### src/rtl/jsv_pkg.sv
// Shared types, codes and literal tables for the JSON scalar validator.
// Depends on nothing; every module of the block imports it.
package jsv_pkg;

   typedef enum logic [3:0] {
      PH_LEAD,
      PH_LIT,
      PH_LIT_DONE,
      PH_SIGN,
      PH_ZERO,
      PH_INT,
      PH_DOT,
      PH_FRAC,
      PH_EXP,
      PH_EXP_SIGN,
      PH_EXP_DIG,
      PH_DECIDED,
      PH_TRAIL
   } jsv_phase_type;

   typedef enum logic [1:0] {
      ST_OK,
      ST_EXPECT,
      ST_INVALID,
      ST_NOT_SINGULAR
   } jsv_status_type;

   localparam logic [1:0] KIND_NULL   = 2'd0;
   localparam logic [1:0] KIND_FALSE  = 2'd1;
   localparam logic [1:0] KIND_TRUE   = 2'd2;
   localparam logic [1:0] KIND_NUMBER = 2'd3;

   localparam logic [7:0] CH_SPACE = 8'h20;
   localparam logic [7:0] CH_TAB   = 8'h09;
   localparam logic [7:0] CH_CR    = 8'h0D;
   localparam logic [7:0] CH_LF    = 8'h0A;
   localparam logic [7:0] CH_ZERO  = 8'h30;
   localparam logic [7:0] CH_ONE   = 8'h31;
   localparam logic [7:0] CH_NINE  = 8'h39;
   localparam logic [7:0] CH_MINUS = 8'h2D;
   localparam logic [7:0] CH_PLUS  = 8'h2B;
   localparam logic [7:0] CH_DOT   = 8'h2E;
   localparam logic [7:0] CH_E_LO  = 8'h65;
   localparam logic [7:0] CH_E_UP  = 8'h45;
   localparam logic [7:0] CH_N     = 8'h6E;
   localparam logic [7:0] CH_F     = 8'h66;
   localparam logic [7:0] CH_T     = 8'h74;

   typedef struct packed {
      jsv_phase_type  phase;
      logic [2:0]     lit_pos;
      logic [1:0]     lit_choice;
      jsv_status_type status;
      logic [1:0]     kind;
      logic           second_seen;
   } jsv_state_type;

   typedef struct packed {
      logic           valid;
      jsv_status_type status;
      logic [1:0]     kind;
   } jsv_result_type;

   localparam jsv_state_type JSV_STATE_RESET = '{
      phase:       PH_LEAD,
      lit_pos:     3'd0,
      lit_choice:  2'd0,
      status:      ST_OK,
      kind:        KIND_NULL,
      second_seen: 1'b0
   };

   function automatic logic [2:0] lit_len(input logic [1:0] choice);
      unique case (choice)
         KIND_NULL:  lit_len = 3'd4;
         KIND_FALSE: lit_len = 3'd5;
         KIND_TRUE:  lit_len = 3'd4;
         default:    lit_len = 3'd0;
      endcase
   endfunction

   function automatic logic [7:0] lit_char(input logic [1:0] choice, input logic [2:0] pos);
      logic [39:0] row;
      unique case (choice)
         KIND_NULL:  row = {8'h00, 8'h6C, 8'h6C, 8'h75, 8'h6E};
         KIND_FALSE: row = {8'h65, 8'h73, 8'h6C, 8'h61, 8'h66};
         KIND_TRUE:  row = {8'h00, 8'h65, 8'h75, 8'h72, 8'h74};
         default:    row = 40'h0;
      endcase
      unique case (pos)
         3'd0:    lit_char = row[7:0];
         3'd1:    lit_char = row[15:8];
         3'd2:    lit_char = row[23:16];
         3'd3:    lit_char = row[31:24];
         3'd4:    lit_char = row[39:32];
         default: lit_char = 8'h00;
      endcase
   endfunction

   function automatic logic is_space(input logic [7:0] c);
      is_space = (c == CH_SPACE) || (c == CH_TAB) || (c == CH_CR) || (c == CH_LF);
   endfunction

   function automatic logic is_digit(input logic [7:0] c);
      is_digit = (c >= CH_ZERO) && (c <= CH_NINE);
   endfunction

endpackage

### src/rtl/jsv_step.sv
// Next-state and verdict logic for one text word of the validator.
// Depends on jsv_pkg for the state record, codes and literal tables.
module jsv_step
   import jsv_pkg::*;
(
   input  jsv_state_type  state_ff,
   input  logic [7:0]     text_byte,
   input  logic           end_of_text,
   output jsv_state_type  state_in,
   output jsv_result_type result
);

   jsv_state_type closed;
   jsv_state_type stepped;
   logic          digit;
   logic          exp_mark;
   logic          lit_ok;
   logic [2:0]    lit_next;

   assign digit    = is_digit(text_byte);
   assign exp_mark = (text_byte == CH_E_LO) || (text_byte == CH_E_UP);
   assign lit_next = state_ff.lit_pos + 3'd1;
   assign lit_ok   = (state_ff.lit_choice != 2'd3)
                   && (state_ff.lit_pos < lit_len(state_ff.lit_choice))
                   && (lit_char(state_ff.lit_choice, state_ff.lit_pos) == text_byte);

   always_comb begin
      closed       = state_ff;
      closed.phase = PH_TRAIL;
      unique case (state_ff.phase)
         PH_LIT_DONE: begin
            closed.status = ST_OK;
            closed.kind   = state_ff.lit_choice;
         end
         PH_ZERO, PH_INT, PH_FRAC, PH_EXP_DIG: begin
            closed.status = ST_OK;
            closed.kind   = KIND_NUMBER;
         end
         PH_DECIDED, PH_TRAIL: begin
         end
         default: begin
            closed.status = ST_INVALID;
            closed.kind   = KIND_NULL;
         end
      endcase
   end

   always_comb begin
      stepped = state_ff;
      unique case (state_ff.phase)
         PH_LEAD: begin
            if (text_byte == CH_N || text_byte == CH_F || text_byte == CH_T) begin
               stepped.lit_choice = (text_byte == CH_N) ? KIND_NULL :
                                    (text_byte == CH_F) ? KIND_FALSE : KIND_TRUE;
               stepped.lit_pos    = 3'd1;
               stepped.phase      = PH_LIT;
            end else if (text_byte == CH_MINUS) begin
               stepped.phase = PH_SIGN;
            end else if (text_byte == CH_ZERO) begin
               stepped.phase = PH_ZERO;
            end else if (digit) begin
               stepped.phase = PH_INT;
            end else begin
               stepped.phase  = PH_DECIDED;
               stepped.status = ST_INVALID;
               stepped.kind   = KIND_NULL;
            end
         end
         PH_LIT: begin
            if (!lit_ok) begin
               stepped.phase  = PH_DECIDED;
               stepped.status = ST_INVALID;
               stepped.kind   = KIND_NULL;
            end else begin
               stepped.lit_pos = lit_next;
               if (lit_next == lit_len(state_ff.lit_choice)) stepped.phase = PH_LIT_DONE;
            end
         end
         PH_LIT_DONE: begin
            stepped.phase  = PH_DECIDED;
            stepped.status = ST_NOT_SINGULAR;
            stepped.kind   = KIND_NULL;
         end
         PH_SIGN: begin
            if (text_byte == CH_ZERO) begin
               stepped.phase = PH_ZERO;
            end else if (digit) begin
               stepped.phase = PH_INT;
            end else begin
               stepped.phase  = PH_DECIDED;
               stepped.status = ST_INVALID;
               stepped.kind   = KIND_NULL;
            end
         end
         PH_ZERO, PH_INT: begin
            if (text_byte == CH_DOT) begin
               stepped.phase = PH_DOT;
            end else if (exp_mark) begin
               stepped.phase = PH_EXP;
            end else if (state_ff.phase == PH_INT && digit) begin
               stepped.phase = PH_INT;
            end else begin
               stepped.phase  = PH_DECIDED;
               stepped.status = ST_NOT_SINGULAR;
               stepped.kind   = KIND_NULL;
            end
         end
         PH_DOT: begin
            if (digit) begin
               stepped.phase = PH_FRAC;
            end else begin
               stepped.phase  = PH_DECIDED;
               stepped.status = ST_INVALID;
               stepped.kind   = KIND_NULL;
            end
         end
         PH_FRAC: begin
            if (digit) begin
               stepped.phase = PH_FRAC;
            end else if (exp_mark) begin
               stepped.phase = PH_EXP;
            end else begin
               stepped.phase  = PH_DECIDED;
               stepped.status = ST_NOT_SINGULAR;
               stepped.kind   = KIND_NULL;
            end
         end
         PH_EXP: begin
            if (text_byte == CH_PLUS || text_byte == CH_MINUS) begin
               stepped.phase = PH_EXP_SIGN;
            end else if (digit) begin
               stepped.phase = PH_EXP_DIG;
            end else begin
               stepped.phase  = PH_DECIDED;
               stepped.status = ST_INVALID;
               stepped.kind   = KIND_NULL;
            end
         end
         PH_EXP_SIGN: begin
            if (digit) begin
               stepped.phase = PH_EXP_DIG;
            end else begin
               stepped.phase  = PH_DECIDED;
               stepped.status = ST_INVALID;
               stepped.kind   = KIND_NULL;
            end
         end
         PH_EXP_DIG: begin
            if (!digit) begin
               stepped.phase  = PH_DECIDED;
               stepped.status = ST_NOT_SINGULAR;
               stepped.kind   = KIND_NULL;
            end
         end
         PH_TRAIL: begin
            stepped.second_seen = 1'b1;
         end
         default: begin
         end
      endcase
   end

   always_comb begin
      state_in      = state_ff;
      result.valid  = end_of_text;
      result.status = ST_OK;
      result.kind   = KIND_NULL;
      if (end_of_text) begin
         state_in = JSV_STATE_RESET;
         if (state_ff.second_seen) begin
            result.status = ST_NOT_SINGULAR;
         end else if (state_ff.phase == PH_LEAD) begin
            result.status = ST_EXPECT;
         end else begin
            result.status = closed.status;
            if (closed.status == ST_OK) result.kind = closed.kind;
         end
      end else if (is_space(text_byte)) begin
         if (state_ff.phase != PH_LEAD && state_ff.phase != PH_TRAIL) state_in = closed;
      end else begin
         state_in = stepped;
      end
   end

endmodule

### src/rtl/json_scalar_validator.sv
// Top level of the JSON scalar validator: input register, parse state, result register.
// Depends on jsv_pkg and jsv_step.
//
//   channel | ports                                   | role
//   req     | req_valid req_ready req_text_byte        | one text word per handshake
//           | req_end_of_text                         |
//   rsp     | rsp_valid rsp_ready rsp_parse_status     | one verdict per end-of-text word
//           | rsp_value_kind                          |
//
// One word per cycle while no result stalls: the input register feeds the state update in jsv_step.
// The verdict of an end-of-text word passes through the input register and then the result register.
// Reset returns the parse state to leading whitespace and empties both registers.
// A stalled result holds an end-of-text word in the input register; other words go on.
module json_scalar_validator
   import jsv_pkg::*;
(
   input  logic       clock,
   input  logic       reset,
   input  logic       req_valid,
   output logic       req_ready,
   input  logic [7:0] req_text_byte,
   input  logic       req_end_of_text,
   output logic       rsp_valid,
   input  logic       rsp_ready,
   output logic [1:0] rsp_parse_status,
   output logic [1:0] rsp_value_kind
);

   logic           s1_valid_ff;
   logic [7:0]     s1_byte_ff;
   logic           s1_end_ff;
   jsv_state_type  state_ff;
   jsv_state_type  state_in;
   jsv_result_type result;
   logic           rsp_valid_ff;
   jsv_status_type rsp_status_ff;
   logic [1:0]     rsp_kind_ff;
   logic           out_free;
   logic           consume;

   assign out_free  = !rsp_valid_ff || rsp_ready;
   assign consume   = s1_valid_ff && (!s1_end_ff || out_free);
   assign req_ready = !s1_valid_ff || consume;

   jsv_step u_step (
      .state_ff    (state_ff),
      .text_byte   (s1_byte_ff),
      .end_of_text (s1_end_ff),
      .state_in    (state_in),
      .result      (result)
   );

   always_ff @(posedge clock) begin
      if (reset) begin
         s1_valid_ff <= 1'b0;
      end else if (req_ready) begin
         s1_valid_ff <= req_valid;
      end
   end

   always_ff @(posedge clock) begin
      if (req_valid && req_ready) begin
         s1_byte_ff <= req_text_byte;
         s1_end_ff  <= req_end_of_text;
      end
   end

   always_ff @(posedge clock) begin
      if (reset) begin
         state_ff <= JSV_STATE_RESET;
      end else if (consume) begin
         state_ff <= state_in;
      end
   end

   always_ff @(posedge clock) begin
      if (reset) begin
         rsp_valid_ff <= 1'b0;
      end else if (consume && result.valid) begin
         rsp_valid_ff <= 1'b1;
      end else if (rsp_ready) begin
         rsp_valid_ff <= 1'b0;
      end
   end

   always_ff @(posedge clock) begin
      if (consume && result.valid) begin
         rsp_status_ff <= result.status;
         rsp_kind_ff   <= result.kind;
      end
   end

   assign rsp_valid        = rsp_valid_ff;
   assign rsp_parse_status = rsp_status_ff;
   assign rsp_value_kind   = rsp_kind_ff;

   a_kind_only_ok: assert property (@(posedge clock) disable iff (reset)
      rsp_valid_ff && (rsp_status_ff != ST_OK) |-> (rsp_kind_ff == KIND_NULL))
      else $error("value kind set on a failed verdict");

   a_end_resets: assert property (@(posedge clock) disable iff (reset)
      consume && s1_end_ff |=> (state_ff == JSV_STATE_RESET))
      else $error("parse state not cleared after end of text");

   a_second_in_trail: assert property (@(posedge clock) disable iff (reset)
      state_ff.second_seen |-> (state_ff.phase == PH_TRAIL))
      else $error("second token flagged outside trailing phase");

   a_hold_on_stall: assert property (@(posedge clock) disable iff (reset)
      s1_valid_ff && s1_end_ff && rsp_valid_ff && !rsp_ready |-> !req_ready)
      else $error("input taken while a verdict is blocked");

endmodule
### config.mk
export PLATFORM = sky130hd
export DESIGN_NAME = json_scalar_validator
export DESIGN_NICKNAME = d
export VERILOG_FILES = /design/src/rtl/jsv_pkg.sv /design/src/rtl/jsv_step.sv /design/src/rtl/json_scalar_validator.sv
export SDC_FILE = /design/constraint.sdc
export NUM_CORES = 1
export LEC_CHECK = 0
export BUFFER_PORTS_ARGS = -buffer_cell sky130_fd_sc_hd__buf_2
export CAP_MARGIN = 0
export CORE_UTILIZATION = 65
export DETAILED_ROUTE_END_ITERATION = 16
export PLACE_DENSITY_LB_ADDON = 0.08
export SKIP_LAST_GASP = 1
export SYNTH_ARGS = -nofsm -noshare
export SYNTH_HDL_FRONTEND = slang
export SYNTH_SLANG_ARGS = --single-unit
### constraint.sdc
create_clock -name clock -period 6.5 [get_ports clock]
set_input_delay 1.3 -clock clock [delete_from_list [all_inputs] [get_ports clock]]
set_output_delay 1.3 -clock clock [all_outputs]
set_load 0.05 [all_outputs]
Yosys cells after proc, flatten, opt, wreduce, memory -nomap -nowiden. Index checks and enable logic that the tools add are counted.

Add/subtract/negate cells: 1. Multiply operators: 0. Divide/modulo/power cells: 0. Magnitude comparators: 3. Equality and inequality tests: 50. Shift-type cells: 0. Muxes and demuxes: 49. Bitwise operators: 2. Reduce and logical (&&, ||, !) cells: 44.

Operators with widths (number): $pmux W39 S3 (1); $mux W4 (25); $ne A4 B4 Y1 const B (11); $mux W14 (3); $eq A8 B6 Y1 const B (5); $eq A8 B7 Y1 const B (5); $pmux W4 S10 (1); $pmux W8 S5 (1); $pmux W4 S9 (1); $eq A8 B4 Y1 const B (3); $eq A4 B4 Y1 const B (5); $eq A4 B3 Y1 const B (4); $reduce_and A13 Y1 (1); $mux W2 (6); $pmux W3 S2 (2); $pmux W4 S3 (1); $reduce_bool A12 Y1 (1); $reduce_bool A11 Y1 (1); $logic_or A1 B1 Y1 (10); $reduce_and A5 Y1 (2); $mux W3 (3); $eq A4 B2 Y1 const B (2); $eq A8 B8 Y1 (1); $ge A8 B6 Y1 const B (1); 29 further kinds (53).

Register bits after elaboration: 29. Bits in latches: 0. RAM bits: 0. ROM bits: 0. Input port bits: 13. Output and inout port bits: 6. Memories kept: 0.

Logic depth before layout (Yosys ltp).
Word-level depth: 14. Depth in mapped cells: 11. Depth with buffers taken out: 11.

Cells and area by module. A second synthesis with hierarchy kept.

Cells, all modules: 393. Area total of the unflattened synthesis: 2989.1 sq um.

Modules (own cells, without submodules): jsv_step (instances 1, cells an instance 305, area an instance 1848.0 sq um); json_scalar_validator (instances 1, cells an instance 88, area an instance 1141.1 sq um).

Worst setup path after synthesis. No wires, ideal clock.

Kind: input to output. Start point: input rsp_ready. End point: output req_ready. Arrival time: 1.932 ns. Required time: 5.200 ns. Slack: 3.268 ns. Stages: 2. Path buffers: 0. Path through: nor2b_1 nand3_1.

Cells in the longest elaborated chain, start to end: 4.

Ends and longest elaborated chain: start: declaration (line json_scalar_validator.sv:24) `input logic rsp_ready,`; $logic_or A1 B1 Y1 (line json_scalar_validator.sv:41) `assign out_free = !rsp_valid_ff || rsp_ready;`; $logic_or A1 B1 Y1 (line json_scalar_validator.sv:42) `assign consume = s1_valid_ff && (!s1_end_ff || out_free);`; $logic_and A1 B1 Y1 (line json_scalar_validator.sv:42); $logic_or A1 B1 Y1 (line json_scalar_validator.sv:43) `assign req_ready = !s1_valid_ff || consume;`; end: declaration (line json_scalar_validator.sv:20) `output logic req_ready,`.

Every way passes these cells.

Final worst setup path. Ends and elaborated chain as after synthesis.

==> impl_metrics.env <==
export IMPL_num_nets_final=346
export IMPL_worst_path_buf_inv=2
export IMPL_start_util_pct=70.5
export IMPL_final_max_slew_viol_count=0
export IMPL_drtAntennaViolNets=0
export IMPL_postCtsSetupRepairBufs=0
export IMPL_slowest_delay_ns=0.24
export IMPL_crit_type="input pin to primary output"
export IMPL_fmax_ghz=0.304
export IMPL_dieArea_um2=4010
export IMPL_rows=21
export IMPL_antenna_found_initial=0
export IMPL_antenna_cells=0
export IMPL_synth_area_per_cell_um2=7.89
export IMPL_crit_family="simple AND/OR/NAND/NOR gates"
export IMPL_drv_cap=0
export IMPL_synth_cell_area_um2=2450
export IMPL_utilization_pct=75.9
export IMPL_grt_overflow_total=0
export IMPL_slew_headroom_pct=43.8
export IMPL_setup_viol=0
export IMPL_ys_seq_area_share_pct=29.1
export IMPL_reg2reg_depth=10
export IMPL_crit_required_ns=5.20
export IMPL_crit_fanout=4
export IMPL_min_to="state_ff[3]"
export IMPL_n_fill_cell=284
export IMPL_finClkSkew_ns=0.00722
export IMPL_dieWidth_um=63.3
export IMPL_cp_start_kind="input pin"
export IMPL_vias=2432
export IMPL_cp_depth=4
export IMPL_worstSetupStartpoint="rsp_ready"
export IMPL_min_from="state_ff[3]"
export IMPL_synth_edf_count=13
export IMPL_reg2reg_slack_ns=3.38
export IMPL_placed_cells=357
export IMPL_track_usage_pct=33.6
export IMPL_dieHeight_um=63.3
export IMPL_synth_seq_cells=29
export IMPL_synth_area_leader_cell="edfxtp_1"
export IMPL_drive_above_1_share_pct=9.72
export IMPL_worstReg2RegStart="state_ff[7]"
export IMPL_critPathSlowestCell="buf_2"
export IMPL_cts_num_sinks=29
export IMPL_synthCells=310
export IMPL_ctsHtreeMaxLevel=2
export IMPL_synth_warnings=0
export IMPL_cts_resized=0
export IMPL_leakage_nw=0.987
export IMPL_wirelength_um=6250
export IMPL_rsz0062_at_grt="false"
export IMPL_drt_vias_per_instance=6.66
export IMPL_min_period_ns=3.29
export IMPL_drt_pass1_iter_count=5
export IMPL_crit_path_end_kind="primary output"
export IMPL_clock_latency_ns=0.28
export IMPL_vdd_drop_max_mv=0.132
export IMPL_async_flop_share_pct=0
export IMPL_dpl_hpwl_um=4520
export IMPL_grt_max_degree=26
export IMPL_min_path_cells=2
export IMPL_holdBufCountCts=0
export IMPL_rr_endpoint="state_ff[11]"
export IMPL_yosys_top_cells_area="edfxtp_1, dfxtp_1, ha_1"
export IMPL_area_growth_pct=7.62
export IMPL_path_cells="buf_2 -> nor2b_1 -> nand3_1 -> buf_2"
export IMPL_cts_clk_slew_worst_paths_ns=0.07
export IMPL_final_setup_tns_ns=0
export IMPL_root_buffer="clkbuf_8"
export IMPL_ys_types=58
export IMPL_hold_class="flop to flop"
export IMPL_path_common_cell="buf_2"
export IMPL_final_cell_count_no_fill=365
export IMPL_wire_per_inst_um=17.1
export IMPL_grt_pass1_vias=2240
export IMPL_ios=19
export IMPL_cts_tree="built"
export IMPL_drcViolationCount=0
export IMPL_io_buffers=18
export IMPL_arrival_ns=1.99
export IMPL_grt_pass1_wl_um=10500
export IMPL_synth_top_area_share_pct=16.0
export IMPL_hold_viol_final=0
export IMPL_place_gp_congestion=0.978
export IMPL_cts_buffers=5
export IMPL_status="completed"
export IMPL_dominantRegCellSynth="dfxtp_1"
export IMPL_fp_coreArea_um2=3470
export IMPL_powerDensity_nw_per_um2=182
export IMPL_final_cell_mix="a21oi_1, nor2_1, nand2_1"
export IMPL_clk_path_buf_depth=2
export IMPL_syn_nets=338
export IMPL_tightest_slew_ns=0.839
export IMPL_fin_crit_sh_pct=50.6
export IMPL_drt_iter0_drc=388
[power by group]
| group | internal (mW) | switching, mW | leakage [nW] |
|---|---|---|---|
| Clock | 0.113 | 0.0712 | 0.0518 |
| Sequential | 0.198 | 0.0178 | 0.259 |
| Combinational | 0.0308 | 0.0476 | 0.677 |
| Total | 0.342 | 0.137 | 0.987 |
[cell usage after synthesis (all sizes together), types with 2 or more instances]
master	n
a2111o	3
a211oi	2
a21boi	2
a21o	3
a21oi	28
a221o	2
a31oi	8
and2	10
and3	5
and3b	2
buf	7
clkbuf	10
dfxtp	16
edfxtp	13
ha	15
inv	11
mux2i	2
nand2	25
nand2b	11
nand3	10
nand3b	2
nand4	8
nor2	28
nor2b	11
nor3	6
nor3b	3
nor4	4
nor4b	3
o211ai	5
o21a	3
o21ai	21
o22ai	2
o311ai	2
o31ai	4
or2	2
or3	3
xnor2	2
xor2	3
[kinds of logic after synthesis]
kind of cell | count (synthesis) | synth area share, %
fa+ha+maj | 15 | 7.67
flops | 29 | 29.1
simple gates | 135 | 29.6
compound gates | 95 | 26.0
xor+xnor | 5 | 1.79
mux | 3 | 1.28
buf+inv | 28 | 4.60
[flip-flops by register name (all words and copies together) (netlist names)]
| register | count |
|---|---|
| s1_byte_ff | 8 |
| rsp_parse_status | 2 |
| s1_valid_ff | 1 |
| rsp_value_kind | 2 |
| s1_end_ff | 1 |
| state_ff | 14 |
| rsp_valid | 1 |
[metal layers]
layer / global-route usage, % / wire length, µm / vias up / part of all wire (%)
met4: 14.2 / 102 / 0 / 1.6
met3: 11.1 / 735 / 10 / 12
li1: - / - / 1162 / -
met5: 0 / 0 / - / 0
met2: 51.2 / 2750 / 155 / 44
met1: 43.2 / 2660 / 1105 / 43
[worst max-delay path by stage]
| stage | slack (ns) | endpoint |
|---|---|---|
| 6_report | 3.21 | req_ready |
| 3_5_place_dp | 3.12 | state_ff[11] |
| 4_1_cts | 3.22 | req_ready |
| 2_1_floorplan | 3.27 | req_ready |
| 3_3_place_gp | 3.24 | req_ready |
| 5_1_grt | 3.11 | req_ready |
[worst reg2reg max path: cells and delay by family (launching register included)]
| kind | cells | cell delay [ns] |
|---|---|---|
| compound gates | 5 | 1.37 |
| buf+inv | 1 | 0.12 |
| fa+ha+maj | 1 | 0.31 |
| simple gates | 3 | 0.79 |
| flops | 1 | 0.41 |
[stage by stage]
step	hold WS (ns)	area [µm²]	total power [mW]	setup WS [ns]
after global placement	0.461	2520	0.293	3.24
after floorplan	0.448	2450	0.275	3.27
after CTS	0.480	2630	0.476	3.22
after global routing	0.526	2630	0.495	3.11
after detailed placement	0.466	2520	0.295	3.12
final	0.478	2630	0.478	3.21
[layout make-up]
cell class / count / area [µm²] / area share (%)
timing repair buffer: 18 / 90.1 / 3.42
clock inverter: 3 / 41.3 / 1.57
sequential: 29 / 711 / 27.0
tap: 46 / 57.6 / 2.19
clock buffer: 5 / 68.8 / 2.61
inverter: 11 / 41.3 / 1.57
multi-input combinational: 253 / 1620 / 61.6
(Power assumes the default switching activity.)
